`src/sv/btn_pc_pkg.sv`:
```
// shared types, codes and reset values for the button press classifier
`default_nettype none
package btn_pc_pkg;

   // widths
   localparam int TIME_BITS_DEFAULT = 32;
   localparam int NOW_BITS          = 32;
   localparam int CSR_INDEX_BITS    = 3;
   localparam int CSR_DATA_BITS     = 32;
   localparam int LIMIT_BITS        = 32;

   typedef logic [1:0]                press_event_type;
   typedef logic [CSR_INDEX_BITS-1:0] csr_index_type;
   typedef logic [LIMIT_BITS-1:0]     limit_type;

   // event codes
   localparam press_event_type EV_NONE  = 2'd0;
   localparam press_event_type EV_SHORT = 2'd1;
   localparam press_event_type EV_LONG3 = 2'd2;
   localparam press_event_type EV_LONG8 = 2'd3;

   // register indexes
   localparam csr_index_type CSR_ENABLED          = 3'd0;
   localparam csr_index_type CSR_ACTIVE_LOW       = 3'd1;
   localparam csr_index_type CSR_DEBOUNCE_TIME    = 3'd2;
   localparam csr_index_type CSR_SHORT_LIMIT      = 3'd3;
   localparam csr_index_type CSR_MEDIUM_THRESHOLD = 3'd4;
   localparam csr_index_type CSR_LONG_THRESHOLD   = 3'd5;

   // register reset values
   localparam logic      ENABLED_RESET          = 1'b1;
   localparam logic      ACTIVE_LOW_RESET       = 1'b1;
   localparam limit_type DEBOUNCE_TIME_RESET    = 32'd50;
   localparam limit_type SHORT_LIMIT_RESET      = 32'd1000;
   localparam limit_type MEDIUM_THRESHOLD_RESET = 32'd3000;
   localparam limit_type LONG_THRESHOLD_RESET   = 32'd8000;

   // idle level of the pin with pull-up wiring
   localparam logic PREVIOUS_RAW_RESET = 1'b1;

   // threshold set handed to the classifier
   typedef struct packed {
      limit_type short_limit;
      limit_type medium_threshold;
      limit_type long_threshold;
   } limits_type;

endpackage
`default_nettype wire

```
`src/sv/button_debounce_press_classifier.sv`:
```
// debounced button with short / long press classification, top level
// path: an accepted item passes the input register, then the result register, which drives rsp_valid
// throughput: one item per cycle when not stalled by rsp_ready; debounce and press state
// updates in the same cycle the item leaves the input register; the next item sees it at once
// reset: synchronous active-high; registers take their documented defaults,
// previous raw level resets to the pull-up idle level, both stages empty
`default_nettype none
module button_debounce_press_classifier #(
   parameter int TIME_BITS = btn_pc_pkg::TIME_BITS_DEFAULT
) (
   input  wire logic                                clock,
   input  wire logic                                reset,
   // poll items
   input  wire logic                                req_valid,
   output logic                                     req_ready,
   input  wire logic                                req_raw_level,
   input  wire logic [btn_pc_pkg::NOW_BITS-1:0]     req_now_time,
   // results
   output logic                                     rsp_valid,
   input  wire logic                                rsp_ready,
   output btn_pc_pkg::press_event_type              rsp_press_event,
   // configuration writes
   input  wire logic                                csr_write_enable,
   input  wire btn_pc_pkg::csr_index_type           csr_index,
   input  wire logic [btn_pc_pkg::CSR_DATA_BITS-1:0] csr_write_data
);

   localparam int CMP_BITS = (TIME_BITS > btn_pc_pkg::LIMIT_BITS) ?
                             TIME_BITS : btn_pc_pkg::LIMIT_BITS;

   // configuration registers
   logic                  enabled_ff;
   logic                  active_low_ff;
   btn_pc_pkg::limit_type debounce_time_ff;
   btn_pc_pkg::limits_type limits_ff;

   always_ff @(posedge clock) begin
      if (reset) begin
         enabled_ff                 <= btn_pc_pkg::ENABLED_RESET;
         active_low_ff              <= btn_pc_pkg::ACTIVE_LOW_RESET;
         debounce_time_ff           <= btn_pc_pkg::DEBOUNCE_TIME_RESET;
         limits_ff.short_limit      <= btn_pc_pkg::SHORT_LIMIT_RESET;
         limits_ff.medium_threshold <= btn_pc_pkg::MEDIUM_THRESHOLD_RESET;
         limits_ff.long_threshold   <= btn_pc_pkg::LONG_THRESHOLD_RESET;
      end else if (csr_write_enable) begin
         case (csr_index)
            btn_pc_pkg::CSR_ENABLED: begin
               enabled_ff <= csr_write_data[0];
            end
            btn_pc_pkg::CSR_ACTIVE_LOW: begin
               active_low_ff <= csr_write_data[0];
            end
            btn_pc_pkg::CSR_DEBOUNCE_TIME: begin
               debounce_time_ff <= btn_pc_pkg::LIMIT_BITS'(csr_write_data);
            end
            btn_pc_pkg::CSR_SHORT_LIMIT: begin
               limits_ff.short_limit <= btn_pc_pkg::LIMIT_BITS'(csr_write_data);
            end
            btn_pc_pkg::CSR_MEDIUM_THRESHOLD: begin
               limits_ff.medium_threshold <= btn_pc_pkg::LIMIT_BITS'(csr_write_data);
            end
            btn_pc_pkg::CSR_LONG_THRESHOLD: begin
               limits_ff.long_threshold <= btn_pc_pkg::LIMIT_BITS'(csr_write_data);
            end
            default: begin
               // unknown index, write dropped
            end
         endcase
      end
   end

   // handshake: input stage moves on when the result register is free or draining
   logic in_valid_ff;
   logic out_free;
   logic stage_fire;

   assign out_free   = !rsp_valid || rsp_ready;
   assign stage_fire = in_valid_ff && out_free;
   assign req_ready  = !in_valid_ff || out_free;

   // input register, payload carries no reset
   logic                 level_ff;
   logic [TIME_BITS-1:0] now_ff;

   always_ff @(posedge clock) begin
      if (reset) begin
         in_valid_ff <= 1'b0;
      end else if (req_ready) begin
         in_valid_ff <= req_valid;
      end
   end

   always_ff @(posedge clock) begin
      if (req_valid && req_ready) begin
         level_ff <= req_raw_level;
         now_ff   <= TIME_BITS'(req_now_time);
      end
   end

   // debounce and press tracking state
   logic                 previous_raw_ff, previous_raw_in;
   logic [TIME_BITS-1:0] change_time_ff,  change_time_in;
   logic                 held_ff,         held_in;
   logic                 armed_ff,        armed_in;
   logic [TIME_BITS-1:0] press_begin_ff,  press_begin_in;

   logic                 level_changed;
   logic [TIME_BITS-1:0] stable_for;
   logic                 level_stable;
   logic                 pressed;
   logic [TIME_BITS-1:0] held_for;
   btn_pc_pkg::press_event_type class_event;
   btn_pc_pkg::press_event_type event_in;

   // a fresh edge restarts the stability window at zero
   assign level_changed = level_ff != previous_raw_ff;
   assign stable_for    = level_changed ? '0 : (now_ff - change_time_ff);
   assign level_stable  = CMP_BITS'(stable_for) >= CMP_BITS'(debounce_time_ff);
   assign pressed       = active_low_ff ? !level_ff : level_ff;
   // modulo wrap comes for free from the fixed width
   assign held_for      = now_ff - press_begin_ff;

   btn_pc_classify #(
      .TIME_BITS (TIME_BITS)
   ) u_classify (
      .duration    (held_for),
      .limits      (limits_ff),
      .press_event (class_event)
   );

   always_comb begin
      previous_raw_in = previous_raw_ff;
      change_time_in  = change_time_ff;
      held_in         = held_ff;
      armed_in        = armed_ff;
      press_begin_in  = press_begin_ff;
      event_in        = btn_pc_pkg::EV_NONE;

      // disabled: result none, state frozen
      if (enabled_ff) begin
         if (level_changed) begin
            previous_raw_in = level_ff;
            change_time_in  = now_ff;
         end
         if (level_stable) begin
            if (pressed && !held_ff) begin
               // press start
               held_in        = 1'b1;
               armed_in       = 1'b1;
               press_begin_in = now_ff;
            end else if (!pressed && held_ff) begin
               // release, classify only when armed
               held_in = 1'b0;
               if (armed_ff) begin
                  armed_in = 1'b0;
                  event_in = class_event;
               end
            end
         end
      end
   end

   always_ff @(posedge clock) begin
      if (reset) begin
         previous_raw_ff <= btn_pc_pkg::PREVIOUS_RAW_RESET;
         change_time_ff  <= '0;
         held_ff         <= 1'b0;
         armed_ff        <= 1'b0;
         press_begin_ff  <= '0;
      end else if (stage_fire) begin
         previous_raw_ff <= previous_raw_in;
         change_time_ff  <= change_time_in;
         held_ff         <= held_in;
         armed_ff        <= armed_in;
         press_begin_ff  <= press_begin_in;
      end
   end

   // result register
   logic                        rsp_valid_ff;
   btn_pc_pkg::press_event_type rsp_event_ff;

   always_ff @(posedge clock) begin
      if (reset) begin
         rsp_valid_ff <= 1'b0;
      end else if (out_free) begin
         rsp_valid_ff <= in_valid_ff;
      end
   end

   always_ff @(posedge clock) begin
      if (stage_fire) begin
         rsp_event_ff <= event_in;
      end
   end

   assign rsp_valid       = rsp_valid_ff;
   assign rsp_press_event = rsp_event_ff;

endmodule
`default_nettype wire

```
`src/sv/btn_pc_classify.sv`:
```
// duration classifier: long8, long3, short or none, first match wins
`default_nettype none
module btn_pc_classify #(
   parameter int TIME_BITS = btn_pc_pkg::TIME_BITS_DEFAULT
) (
   input  wire logic [TIME_BITS-1:0]        duration,
   input  wire btn_pc_pkg::limits_type      limits,
   output btn_pc_pkg::press_event_type      press_event
);

   localparam int CMP_BITS = (TIME_BITS > btn_pc_pkg::LIMIT_BITS) ?
                             TIME_BITS : btn_pc_pkg::LIMIT_BITS;

   logic [CMP_BITS-1:0] dur_wide;
   logic [CMP_BITS-1:0] short_wide;
   logic [CMP_BITS-1:0] medium_wide;
   logic [CMP_BITS-1:0] long_wide;

   assign dur_wide    = CMP_BITS'(duration);
   assign short_wide  = CMP_BITS'(limits.short_limit);
   assign medium_wide = CMP_BITS'(limits.medium_threshold);
   assign long_wide   = CMP_BITS'(limits.long_threshold);

   always_comb begin
      if (dur_wide >= long_wide) begin
         press_event = btn_pc_pkg::EV_LONG8;
      end else if (dur_wide >= medium_wide) begin
         press_event = btn_pc_pkg::EV_LONG3;
      end else if (dur_wide <= short_wide) begin
         press_event = btn_pc_pkg::EV_SHORT;
      end else begin
         press_event = btn_pc_pkg::EV_NONE;
      end
   end

endmodule
`default_nettype wire
```
`config.mk`:
```
export PLATFORM = sky130hd
export DESIGN_NAME = button_debounce_press_classifier
export DESIGN_NICKNAME = d
export VERILOG_FILES = /design/src/sv/btn_pc_pkg.sv /design/src/sv/button_debounce_press_classifier.sv /design/src/sv/btn_pc_classify.sv
export SDC_FILE = /design/constraint.sdc
export NUM_CORES = 1
export LEC_CHECK = 0
export ABC_CLOCK_PERIOD_IN_PS = 10890
export BUFFER_PORTS_ARGS = -buffer_cell sky130_fd_sc_hd__buf_2
export CORE_ASPECT_RATIO = 2
export CORE_MARGIN = 5
export CORE_UTILIZATION = 55
export DETAILED_ROUTE_END_ITERATION = 6
export PLACE_DENSITY = 0.83
export SLEW_MARGIN = 20
export SYNTH_ARGS = -nofsm -noshare
export SYNTH_HDL_FRONTEND = slang
export SYNTH_SLANG_ARGS = --single-unit
```
`constraint.sdc`:
```
create_clock -name clock -period 10.89 [get_ports clock]
set_clock_uncertainty 0.15 [all_clocks]
set_input_delay 1.6335 -clock clock [delete_from_list [all_inputs] [get_ports clock]]
set_output_delay 1.6335 -clock clock [all_outputs]
set_load 0.02 [all_outputs]
```
# --- Yosys cells after proc, flatten, opt, wreduce, memory -nomap -nowiden ---
# Cells that the tools add are included.
op_classes:
  add_sub_neg: 2
  magnitude_cmp: 4
  n_eq_ne: 6
  mux: 7
  bitwise: 4
  n_reduce_logical: 23
op_table:
  columns: ["operator", "n"]
  rows:
  - ["32-bit greater-or-equal comparator", 3]
  - ["32-bit subtractor", 2]
  - ["32-bit less-or-equal comparator", 1]
  - ["32-bit two-way mux", 1]
  - ["2-bit AND reduction", 6]
  - ["4-bit AND reduction", 2]
  - ["3-bit by 2-bit == test with 1-bit output (second input constant)", 2]
  - ["3-bit == test (second input constant)", 2]
  - ["1-bit logical NOT", 5]
  - ["5-bit OR reduction", 1]
  - ["1-bit logical AND", 4]
  - ["1-bit two-way mux", 4]
  - ["2-bit two-way mux", 2]
  - ["1-bit NOT", 4]
  - ["3-bit by 1-bit == test with 1-bit output (second input constant)", 1]
  - ["3-bit logical NOT", 1]
  - ["3-bit AND reduction", 1]
  - ["1-bit logical OR", 2]
  - ["2-bit nonzero test", 1]
  - ["1-bit != test", 1]
totals:
  register_bits: 233
  in_bits: 73
  word_cells: 61

# --- Logic depth before layout (Yosys ltp) ---
# Gate-level depths: netlist of run 1.
depth:
  depth_word: 6
  ltp_mapped: 24

# --- By module ---
# Synthesis of run 1 repeated with hierarchy kept, for this count alone.
hier_totals:
  hier_cells: 1830
  area_unflattened_um2: 14649.0
by_module_without_submodules:
  columns: ["mod", "n_inst", "cells_each", "area_each_um2", "seq_area_each_um2"]
  rows:
  - ["button_debounce_press_classifier", 1, 1498, 12243.0, 5014.8]
  - ["btn_pc_classify", 1, 332, 2406.1, 0.0]

# --- Least setup slack after synthesis of run 1 ---
# No wires, ideal clock.
synth_path:
  path_type: "reg2reg"
  start: "reg now_ff[0]"
  end: "reg press_begin_ff[2]"
  setup_time_ns: 0.128
  t_arrival_ns: 4.371
  setup_slack_ns: 6.241
  path_stages_with_launch: 22
  path_buffers: 1
  synth_period_minus_slack_ns: 4.649
  path_cell_list: "edfxtp_1 inv_1 ha_1 inv_1 fa_1 a211oi_1 nor2_1 nor2_1 o211ai_1 a21oi_1 o32ai_2 nor2_1 nor2_1 o311a_1 ha_1 nand4_1 or4_1 o31ai_2 nand3_2 buf_2 mux2i_1 nor2_1"
synth_via:
  elab_chain_cells: 4
synth_lines:
  columns: ["element", "line_no", "text"]
  rows:
  - ["start: declaration", "button_debounce_press_classifier.sv:83", "logic [TIME_BITS-1:0] now_ff;"]
  - ["start signal: assignment", "button_debounce_press_classifier.sv:96", "now_ff <= TIME_BITS'(req_now_time);"]
  - ["32-bit subtractor", "button_debounce_press_classifier.sv:117", "assign stable_for = level_changed ? '0 : (now_ff - change_time_ff);"]
  - ["32-bit two-way mux", "button_debounce_press_classifier.sv:117", null]
  - ["32-bit greater-or-equal comparator", "button_debounce_press_classifier.sv:118", "assign level_stable = CMP_BITS'(stable_for) >= CMP_BITS'(debounce_time_ff);"]
  - ["4-bit AND reduction (no line)", null, null]
  - ["end signal: assignment", "button_debounce_press_classifier.sv:175", "press_begin_ff <= press_begin_in;"]
  - ["end: declaration", "button_debounce_press_classifier.sv:105", "logic [TIME_BITS-1:0] press_begin_ff, press_begin_in;"]
# No other way between the ends.
# A chain may end at the register's enable or synchronous reset.

# --- Worst setup path in the final report of run 1 ---
layout_path:
  start: "reg now_ff[0]"
  end: "reg rsp_event_ff[0], in the netlist rsp_press_event[0], data pin"
layout_via:
  elab_chain_cells: 5
  elab_cells_between_ends: 12
layout_lines:
  columns: ["element", "line_no", "text"]
  rows:
  - ["32-bit subtractor (on tied branches)", "button_debounce_press_classifier.sv:121, button_debounce_press_classifier.sv:117", null]
  - ["32-bit less-or-equal comparator or 32-bit two-way mux (tied branches)", "btn_pc_classify.sv:29, button_debounce_press_classifier.sv:117", null]
  - ["1-bit two-way mux or 32-bit greater-or-equal comparator (tied branches)", "btn_pc_classify.sv:29, button_debounce_press_classifier.sv:118", null]
  - ["2-bit two-way mux or 1-bit NOT (tied branches)", null, null]
  - ["2-bit two-way mux or 5-bit OR reduction (tied branches)", null, null]
  - ["end signal: assignment", "button_debounce_press_classifier.sv:193", "rsp_event_ff <= event_in;"]
  - ["end: declaration", "button_debounce_press_classifier.sv:181", "btn_pc_pkg::press_event_type rsp_event_ff;"]
# Parallel ways exist; a longest one is shown, timed or not.

==> results of run 1 <==
[cells in the mapped netlist (3+ instances only)]
| library cell | n | area share |
|---|---|---|
| mux2i_1 | 39 | 0.026 |
| nand3_1 | 29 | 0.0098 |
| a211oi_1 | 10 | 0.0051 |
| o311a_1 | 3 | 0.0020 |
| o21a_1 | 16 | 0.0081 |
| xnor2_1 | 31 | 0.018 |
| o21ai_1 | 4 | 0.0013 |
| o21ai_0 | 38 | 0.013 |
| buf_2 | 3 | 0.0010 |
| a2111oi_0 | 3 | 0.0018 |
| a21o_1 | 84 | 0.043 |
| nand2_1 | 336 | 0.085 |
| and2_1 | 8 | 0.0034 |
| o21bai_1 | 10 | 0.0051 |
| nand3b_1 | 3 | 0.0015 |
| clkbuf_2 | 3 | 0.0010 |
| nand4_1 | 32 | 0.013 |
| a21oi_2 | 3 | 0.0018 |
| nor3_1 | 13 | 0.0044 |
| o22ai_1 | 3 | 0.0013 |
| inv_1 | 204 | 0.052 |
| a21oi_1 | 218 | 0.074 |
| nor2b_1 | 16 | 0.0067 |
| xor2_1 | 17 | 0.010 |
| nand2b_1 | 19 | 0.0080 |
| a31oi_1 | 6 | 0.0025 |
| and3_1 | 4 | 0.0017 |
| o31ai_1 | 4 | 0.0020 |
| dfxtp_1 | 198 | 0.27 |
| nor4_1 | 5 | 0.0021 |
| clkbuf_1 | 69 | 0.017 |
| ha_1 | 192 | 0.16 |
| o31a_1 | 5 | 0.0030 |
| o211ai_1 | 27 | 0.014 |
| or2_2 | 3 | 0.0013 |
| nor2_1 | 107 | 0.027 |
| edfxtp_1 | 35 | 0.071 |
[through the flow]
step / cells / cell area [sq um]
4_1_cts: 2243 / 16200
3_3_place_gp: 2204 / 15400
2_1_floorplan: 1849 / 14800
5_1_grt: 2243 / 16200
6_report: 2243 / 16200
3_5_place_dp: 2204 / 15400
[power by group through the flow]
| stage | clock network, W | registers [W] | logic [W] |
|---|---|---|---|
| floorplan | 0 | 0.000937 | 0.000428 |
| global placement | 0 | 0.000944 | 0.000566 |
| detailed placement | 0 | 0.000945 | 0.000589 |
| CTS | 0.000820 | 0.000926 | 0.000595 |
| global route | 0.000859 | 0.000929 | 0.000668 |
| finish | 0.000808 | 0.000927 | 0.000604 |
[worst paths after layout]
path | startpoint | to | slack, ns | cells past startpoint
max | now_ff[0] | rsp_press_event[0] | 5.22 | 22
min | limits_ff[58] | limits_ff[58] | 0.30 | 2
max reg2reg | now_ff[0] | rsp_press_event[0] | 5.22 | 22
min reg2reg | limits_ff[58] | limits_ff[58] | 0.30 | 2
[layout make-up]
| cell class | count | area, sq um | share of cell area |
|---|---|---|---|
| multi-input combinational | 1333 | 8770 | 0.541 |
| sequential | 233 | 5010 | 0.310 |
| inverter | 204 | 766 | 0.0473 |
| clock buffer | 28 | 624 | 0.0385 |
| timing repair buffer | 86 | 458 | 0.0283 |
| tap | 348 | 435 | 0.0269 |
| clock inverter | 11 | 134 | 0.00826 |
[flip-flops by register name (all words and copies together) (netlist names)]
name and count:
armed_ff 1, previous_raw_ff 1, debounce_time_ff 32, active_low_ff 1
in_valid_ff 1, enabled_ff 1, rsp_press_event 2, now_ff 32
rsp_valid 1, press_begin_ff 32, change_time_ff 32, level_ff 1
limits_ff 96
[worst min-delay path, cell delays in order (launching register included)]
cell and delay [ns]:
dfxtp_1 0.31, nand2_1 0.05, a21oi_1 0.05
[cells by family after synthesis]
family / after synthesis / synth area share
xor gates and xnor gates: 48 / 0.0283
and+or+nand+nor: 586 / 0.170
AOI/OAI and AO/OA: 465 / 0.198
muxes: 40 / 0.0271
DFF: 233 / 0.338
adders and majority gates: 194 / 0.165
buffers and inverters: 283 / 0.0733
[layer usage]
layer,global-route usage,up-vias,wire length [um]
li1,-,6370,-
met1,0.242,6098,13700
met2,0.482,422,21400
met3,0.0280,209,1410
met4,0.232,0,4210
met5,0,-,0
==> run metrics, run 1 <==
Power Density ~140 nW/um^2; pre-CTS setup slack 4.92 ns; Worst EP arrival around 5.8 ns; clock share of power 0.346; clock sinks 233; final setup margin 5.22 ns; Final Hold Viols 0; via count 13,100; register area share after synthesis 0.338; total power 0.00234 W; Bufs and invs on worst path 2; Initial Util 0.554; Post-Syn Area 14,800 sq um; Yosys reg bits 233; maxcap violations 0; Comb power frac 0.258; CP max FO 4; RSZ-0062 raised after global routing false; CTS Buf Count 22; Post-CTS Setup Bufs 0; syn nets 2,116; Fill cells 2,395; worst skew pair latency 0.55 ns; DRT iter0 DRCs between 700 and 800; Sw Share 0.313; Period Utilization, post-route 0.520; Reg power frac 0.396; setup tns final 0 ns; Startpoint Class flip-flop; ant diodes 0; root buffer cell clkbuf_16; Core Box Area 26,800 sq um; Post-synth ARST share 0; Crit path required time 11.01 ns; Worst path max stage delay approximately 0.42 ns; synth warn 0; max_slew headroom 0.265; initial antenna violation count 0; total grt overflow 0; EDFF count, synth 35; cts hold-fix bufs 0; CTS tree done; Max clock buf depth 3; Routed Antenna Nets 0; CP Capture Type flip-flop; minimum hold slack roughly 0.30 ns; crit path cell chain inv_1, ha_1, inv_1, fa_1, a211oi_1, nor2_1, o21ai_2, o21ai_2, a311oi_1, o21a_1, o21a_1, o21a_1, o311ai_1, ha_1, nand3_1, nor3_1, nand2_1, nor3_1, o311ai_0, o21ai_0, o21bai_1, a21oi_1; worst hold-check path type flip-flop to flip-flop; WS Path Type flip-flop to flip-flop; status complete, no violations; Switching Power 0.000733 W; WL/cell 18.1 um; final wirelength 40.7 mm; Post-Syn Area per Cell 8.02 sq um; Placer Congestion 0.947; slew at the pin closest to its max-slew limit 1.10 ns; top_reg_cell synth dfxtp_1; Int Pwr 0.00161 W; TritonRoute pass-1 iters 5; row cnt 85; Cells after Synth between 1,500 and 2,000; fin. max-slew vios 0; Max Fclk 177 MHz; CP max stage cell edfxtp_1; Die H approximately 240 um; share of cells above drive strength 1 0.0797; minimum clock period around 5.7 ns; crit-path most repeated cell o21a_1; most frequent cells in the layout nand2_1 (336), a21oi_1 (218), inv_1 (204); Layout area overhead 9.18%; PortBufs 76; Peak VDD IR between 0.1 and 0.15 mV; layout net count 2,147; Util after Layout 0.604; most common cell after layout, fill and taps aside nand2_1; first-pass GRT wire length between 60 and 70 mm; DPL Wire Length ~31 mm; leakage power 6.67 nW; Global Route Usage Sum 0.259; synth unique cells 75; number of global-route vias before repair between 10,000 and 15,000; Die W roughly 130 um; Die ar. 30,600 sq um; largest net degree at the start of global routing 99; DRC viols 0; I/O pin total between 70 and 80; Setup Viol. Count Final 0; clk slew on worst S/H paths approximately 0.070 ns; post-CTS sizing 0; Max H-tree Level 1; vias per cell 5.84; cell family with most CP delay compound AO/OA/AOI/OAI gates
(Power assumes the default switching activity.)
==> inputs of run 2 (changes only) <==
- ABC_AREA: unset -> 1
- ABC_CLOCK_PERIOD_IN_PS: 10890 -> 5200
- PLACE_DENSITY: 0.83 -> 0.86
- clock period: 10.89 -> 5.2 ns (I/O delays scaled with it)
==> run metrics, run 2 <==
minimum clock period 4.34 ns; RR Startpoint now_ff[0]; Die H 245 um; largest net degree at the start of global routing 80; register area share after synthesis 0.329; number of global-route vias before repair 14,400; synth unique cells 44; clk slew on worst S/H paths approximately 0.07 ns; Final Hold Viols 0; Post-Syn Area ~15,000 sq um; Placer Congestion approximately 1.0; final wirelength 43.9 mm; count leader, synth a21oi_1; Switching Power 0.00195 W; RSZ-0062 raised after global routing false; Max clock buf depth 3; CP Launch Point now_ff[0]; via count roughly 14,000; Non-Filler Instances 2,523; Post-synth ARST share 0; Power Density 331 nW/um^2; Global Route Usage Sum 0.276; Worst EP arrival 4.48 ns; CP max FO 4; clock share of power 0.313; share of cells above drive strength 1 0.0682; crit-path most repeated cell nand2_1; Core Box Area about 27,000 sq um; Int Pwr approximately 0.0035 W; clock sinks approximately 230; cell family with most CP delay simple AND/OR/NAND/NOR gates; CP Capture Type flip-flop; Sw Share 0.355; CTS tree done; failing checks DRC; fin. max-slew vios 0; Bufs and invs on worst path 2; Max Fclk around 230 MHz; first-pass GRT wire length 70.1 mm; I/O pin total 77; Yosys reg bits 233; root buffer cell clkbuf_16; WL/cell 17.4 um; PortBufs 76; initial antenna violation count 0; Initial Util 0.556; most flop-heavy register limits_ff; Util after Layout 0.606; Largest register FFs 96; syn nets 2,377; Reg power frac 0.359; layout net count between 2,000 and 2,500; setup tns final 0 ns; worst hold-check path type input port to flip-flop; row cnt 86; most area-consuming cells after synthesis dfxtp_1 (26%), ha_1 (16%), a21oi_1 (11%), nand2_1 (8.0%), inv_1 (7.9%); status complete, but fails checks; maxcap violations 0; Startpoint Class flip-flop; DRT iter0 DRCs 1,016; EDFF count, synth 35; cts hold-fix bufs 0; minimum hold slack 0.258 ns; slew at the pin closest to its max-slew limit just over 0.8 ns; CTS Buf Count 23; crit path cell chain inv_1, ha_1, inv_1, fa_1, nand3_1, nand2_1, a21boi_2, o21ai_2, nand2_1, nand2_1, nand2_1, nand2_1, nand2_1, nand2_1, ha_1, nand2_1, nor2_1, nand2_1, nor4_1, nand2_1, nand2_1, nand2_1, nand2_1, a21oi_1; Layout area overhead 8.99%; Post-Syn Area per Cell roughly 7.2 sq um; CP max stage cell nor4_1; ant diodes 0; Inst Count DP roughly 2,500; Cells after Synth 2,110; worst skew pair latency around 0.54 ns; top_reg_cell synth dfxtp_1; WS Path Type flip-flop to flip-flop; DPL Wire Length approximately 34 mm; Crit path required time 5.34 ns; leakage power 7.35 nW; Comb power frac 0.328; Die ar. about 31,000 sq um; vias per cell 5.69; Period Utilization, post-route 0.835; Synth top area share 0.260; hold path startpoint req_now_time[19]; DRC viols 1; synth warn 0; max_slew headroom 0.464; TritonRoute pass-1 iters 7; post-CTS sizing 0; Die W ~130 um; Post-CTS Setup Bufs 0; Setup Viol. Count Final 0; Peak VDD IR 0.278 mV; Max H-tree Level 1; Synth area leader dfxtp_1; most common cell after layout, fill and taps aside a21oi_1; total power between 0.005 and 0.006 W; most frequent cells in the layout a21oi_1 (336), nand2_1 (325), inv_1 (322); top cells by count, synth a21oi_1 (336), nand2_1 (325), inv_1 (322); Routed Antenna Nets 0; Worst path max stage delay 0.50 ns; total grt overflow 0
==> run 2: cell count changes after synthesis, moves of 20 or more <==
cell and change:
a21o_1 -68, a21oi_1 +118, clkbuf_1 -33, inv_1 +118, mux2i_1 -39, nand3_1 +48, nand4_1 -22, nor2_1 +71
o21ai_0 +172, xnor2_1 -20
==> run 2: worst paths after layout <==
path / slack, ns / end / cells after the start
worst max-delay path: 0.86 / rsp_press_event[0] / 24
worst min-delay path: 0.26 / now_ff[19] / 1
worst max register to register: 0.86 / rsp_press_event[0] / 24
worst min register to register: 0.31 / limits_ff[58] / 2
==> run 2: cell type report <==
| cell class | count | area, sq um |
|---|---|---|
| timing repair buffer | 86 | 493 |
| sequential | 233 | 5010 |
| clock buffer | 38 | 757 |
| inverter | 327 | 1230 |
| multi-input combinational | 1484 | 8660 |
| clock inverter | 3 | 18.8 |
| tap | 352 | 440 |
| fill | 2524 | 10800 |
==> run 2: worst register-to-register path, delay by kind of cell (launching register included) <==
| family | cells | cell delay [ns] |
|---|---|---|
| buf+inv | 2 | 0.22 |
| fa+ha+maj | 3 | 0.90 |
| simple gates | 16 | 1.93 |
| compound gates | 3 | 0.51 |
| flops | 1 | 0.37 |
==> run 2: per-stage QoR <==
step	cell area [sq um]	worst slack (ns)
after floorplan	15200	1.83
after global placement	15800	0.971
after detailed placement	15800	0.914
after CTS	16600	0.909
after global routing	16600	0.574
final	16600	0.856
==> run 2: kinds of logic (layout without fill, tap and decap cells) <==
logic type	Yosys count	after routing	synth area share
compound gates	623	623	0.217
xor+xnor	32	32	0.0189
fa+ha+maj	194	194	0.160
buf+inv	393	454	0.103
flops	233	233	0.329
simple gates	635	635	0.172
==> run 2: per-layer routing <==
metal  part of all wire  GRT usage  vias to the layer above  routed length, um
li1                   -          -                     7118                  -
met1               0.37      0.293                     6628              16100
met2               0.52      0.512                      444              22800
met3              0.043     0.0254                      174               1870
met4              0.072      0.176                        0               3160
met5                  0          0                        -                  0
==> run 2: power groups by stage <==
stage | Clock (W) | Combinational, W | Sequential (W)
after floorplan | 0 | 0.00130 | 0.00200
final | 0.00172 | 0.00180 | 0.00197
after global placement | 0 | 0.00171 | 0.00201
after detailed placement | 0 | 0.00177 | 0.00201
after CTS | 0.00174 | 0.00179 | 0.00197
after global routing | 0.00181 | 0.00204 | 0.00198
==> inputs of run 3 (changes only) <==
- ABC_AREA: 1 -> 0
- ABC_CLOCK_PERIOD_IN_PS: 5200 -> 3700
- clock period: 5.2 -> 3.7 ns (I/O delays scaled with it)
==> run metrics, run 3 (synthesis results as in run 1) <==
CTS tree done; max_slew headroom 0.276; Die H 242 um; total power 0.00782 W; Core Box Area 26,800 sq um; Worst EP arrival 5.13 ns; total grt overflow 0; Die ar. 30,600 sq um; Initial Util 0.554; CP max FO 7; final wirelength 47.5 mm; worst skew pair latency roughly 0.55 ns; Layout area overhead 27.4%; Startpoint Class flip-flop; maxcap violations 0; Power Density around 410 nW/um^2; via count 14,600; share of cells above drive strength 1 0.230; fin. max-slew vios 0; most frequent cells in the layout nand2_1 (334), buf_4 (265), a21oi_1 (205); failing checks setup timing; Peak VDD IR 0.411 mV; most common cell after layout, fill and taps aside nand2_1; DRT iter0 DRCs 872; root buffer cell clkbuf_16; PortBufs 76; status complete, but fails checks; clock sinks 233; Crit path required time 3.93 ns; Reg power frac 0.348; clk slew on worst S/H paths 0.06 ns; row cnt 85; Sw Share 0.314; vias per cell 5.82; number of global-route vias before repair 15,100; Max Fclk between 200 and 250 MHz; Routed Antenna Nets 0; clock share of power 0.337; minimum clock period 4.90 ns; WL/cell 18.9 um; DPL Wire Length between 30 and 40 mm; WS Path Type flip-flop to flip-flop; Reg2Reg Depth 21; final setup margin -1.20 ns; Switching Power between 0.002 and 0.0025 W; most flop-heavy register limits_ff; setup tns final -40.12 ns; CTS Buf Count 24; Die W between 100 and 150 um; largest net degree at the start of global routing 174; I/O pin total 77; worst hold-check path type input port to flip-flop; Comb power frac 0.315; Final Hold Viols 0; slew at the pin closest to its max-slew limit 1.08 ns; ant diodes 0; cts hold-fix bufs 0; Largest register FFs 96; pre-CTS setup slack -1.16 ns; leakage power 8.16 nW; layout net count 2,412; Final Cell Area 18,900 sq um; Placer Congestion 0.933; DRC viols 0; Setup Viol. Count Final 35; TritonRoute pass-1 iters 5; first-pass GRT wire length 73.8 mm; Period Utilization, post-route 1.32; DP Area 17,200 sq um; CP Capture Type flip-flop; Util after Layout 0.705; initial antenna violation count 0; Int Pwr about 0.0054 W; Max H-tree Level 1; Hold Path Depth 1; Max clock buf depth 3; RSZ-0062 raised after global routing true; Global Route Usage Sum 0.299
[run 3: cell count changes in the layout (fill, tap and decap cells not counted), moves of 68 or more]
cell	delta
nor2_1	-78
o21ai_0	-181
a21oi_1	-131
inv_1	-120
buf_4	+258
a21o_1	+68
[run 3: final cells by class]
| type | count | area [sq um] |
|---|---|---|
| multi-input combinational | 1333 | 9310 |
| fill | 2050 | 7910 |
| sequential | 233 | 5010 |
| timing repair buffer | 349 | 2530 |
| inverter | 204 | 766 |
| clock buffer | 27 | 643 |
| tap | 348 | 435 |
| clock inverter | 17 | 201 |
[run 3: worst paths after layout]
kind / from / endpoint / slack, ns
hold reg to reg: limits_ff[56] / limits_ff[56] / 0.30
setup / recovery: now_ff[1] / press_begin_ff[18] / -1.20
hold / removal: req_now_time[3] / now_ff[3] / 0.04
setup reg to reg: now_ff[1] / press_begin_ff[18] / -1.20
[run 3: worst max-delay path: stages (launching register included)]
cell      delay [ns]
edfxtp_1        0.44
buf_4           0.18
fa_2            0.41
a211oi_2        0.23
nor2_2          0.07
nor2_2          0.14
o211ai_1        0.15
a21oi_2         0.27
o32ai_4         0.15
nor3_2          0.21
o21ai_1         0.08
mux2i_1         0.17
ha_1            0.33
nand4_1         0.13
or4_4           0.60
o21ai_4         0.16
a211oi_2        0.08
o31ai_4         0.10
nand3_4         0.22
buf_12          0.22
mux2i_1         0.17
nor2_1          0.08
[run 3: repair_timing]
action                                  4_1_cts  5_1_grt
pin swaps                                    41       38
cloned                                        0        2
gates resized for setup                      68       36
setup buffers                                25        9
endpoints found under the setup margin       35       35
[run 3: through the flow]
step / hold WS, ns / instances
after floorplan: 0.286 / 1849
after global placement: 0.292 / 2432
after detailed placement: 0.296 / 2432
after CTS: 0.0240 / 2501
after global routing: 0.0224 / 2511
final: 0.0365 / 2511
[run 3: metal layers]
metal | vias up | GRT usage | part of all wire | routed length, um
met4 | 0 | 0.279 | 0.11 | 5080
met5 | - | 0 | 0 | 0
met1 | 6862 | 0.271 | 0.32 | 15200
met2 | 576 | 0.554 | 0.53 | 25000
li1 | 6916 | - | - | -
met3 | 267 | 0.0393 | 0.045 | 2150
[run 3: power groups by stage]
stage	registers (W)	clock network, W	logic (W)
after floorplan	0.00276	0	0.00128
after global placement	0.00277	0	0.00206
after detailed placement	0.00277	0	0.00214
after CTS	0.00272	0.00267	0.00232
after global routing	0.00273	0.00277	0.00267
final	0.00272	0.00264	0.00246
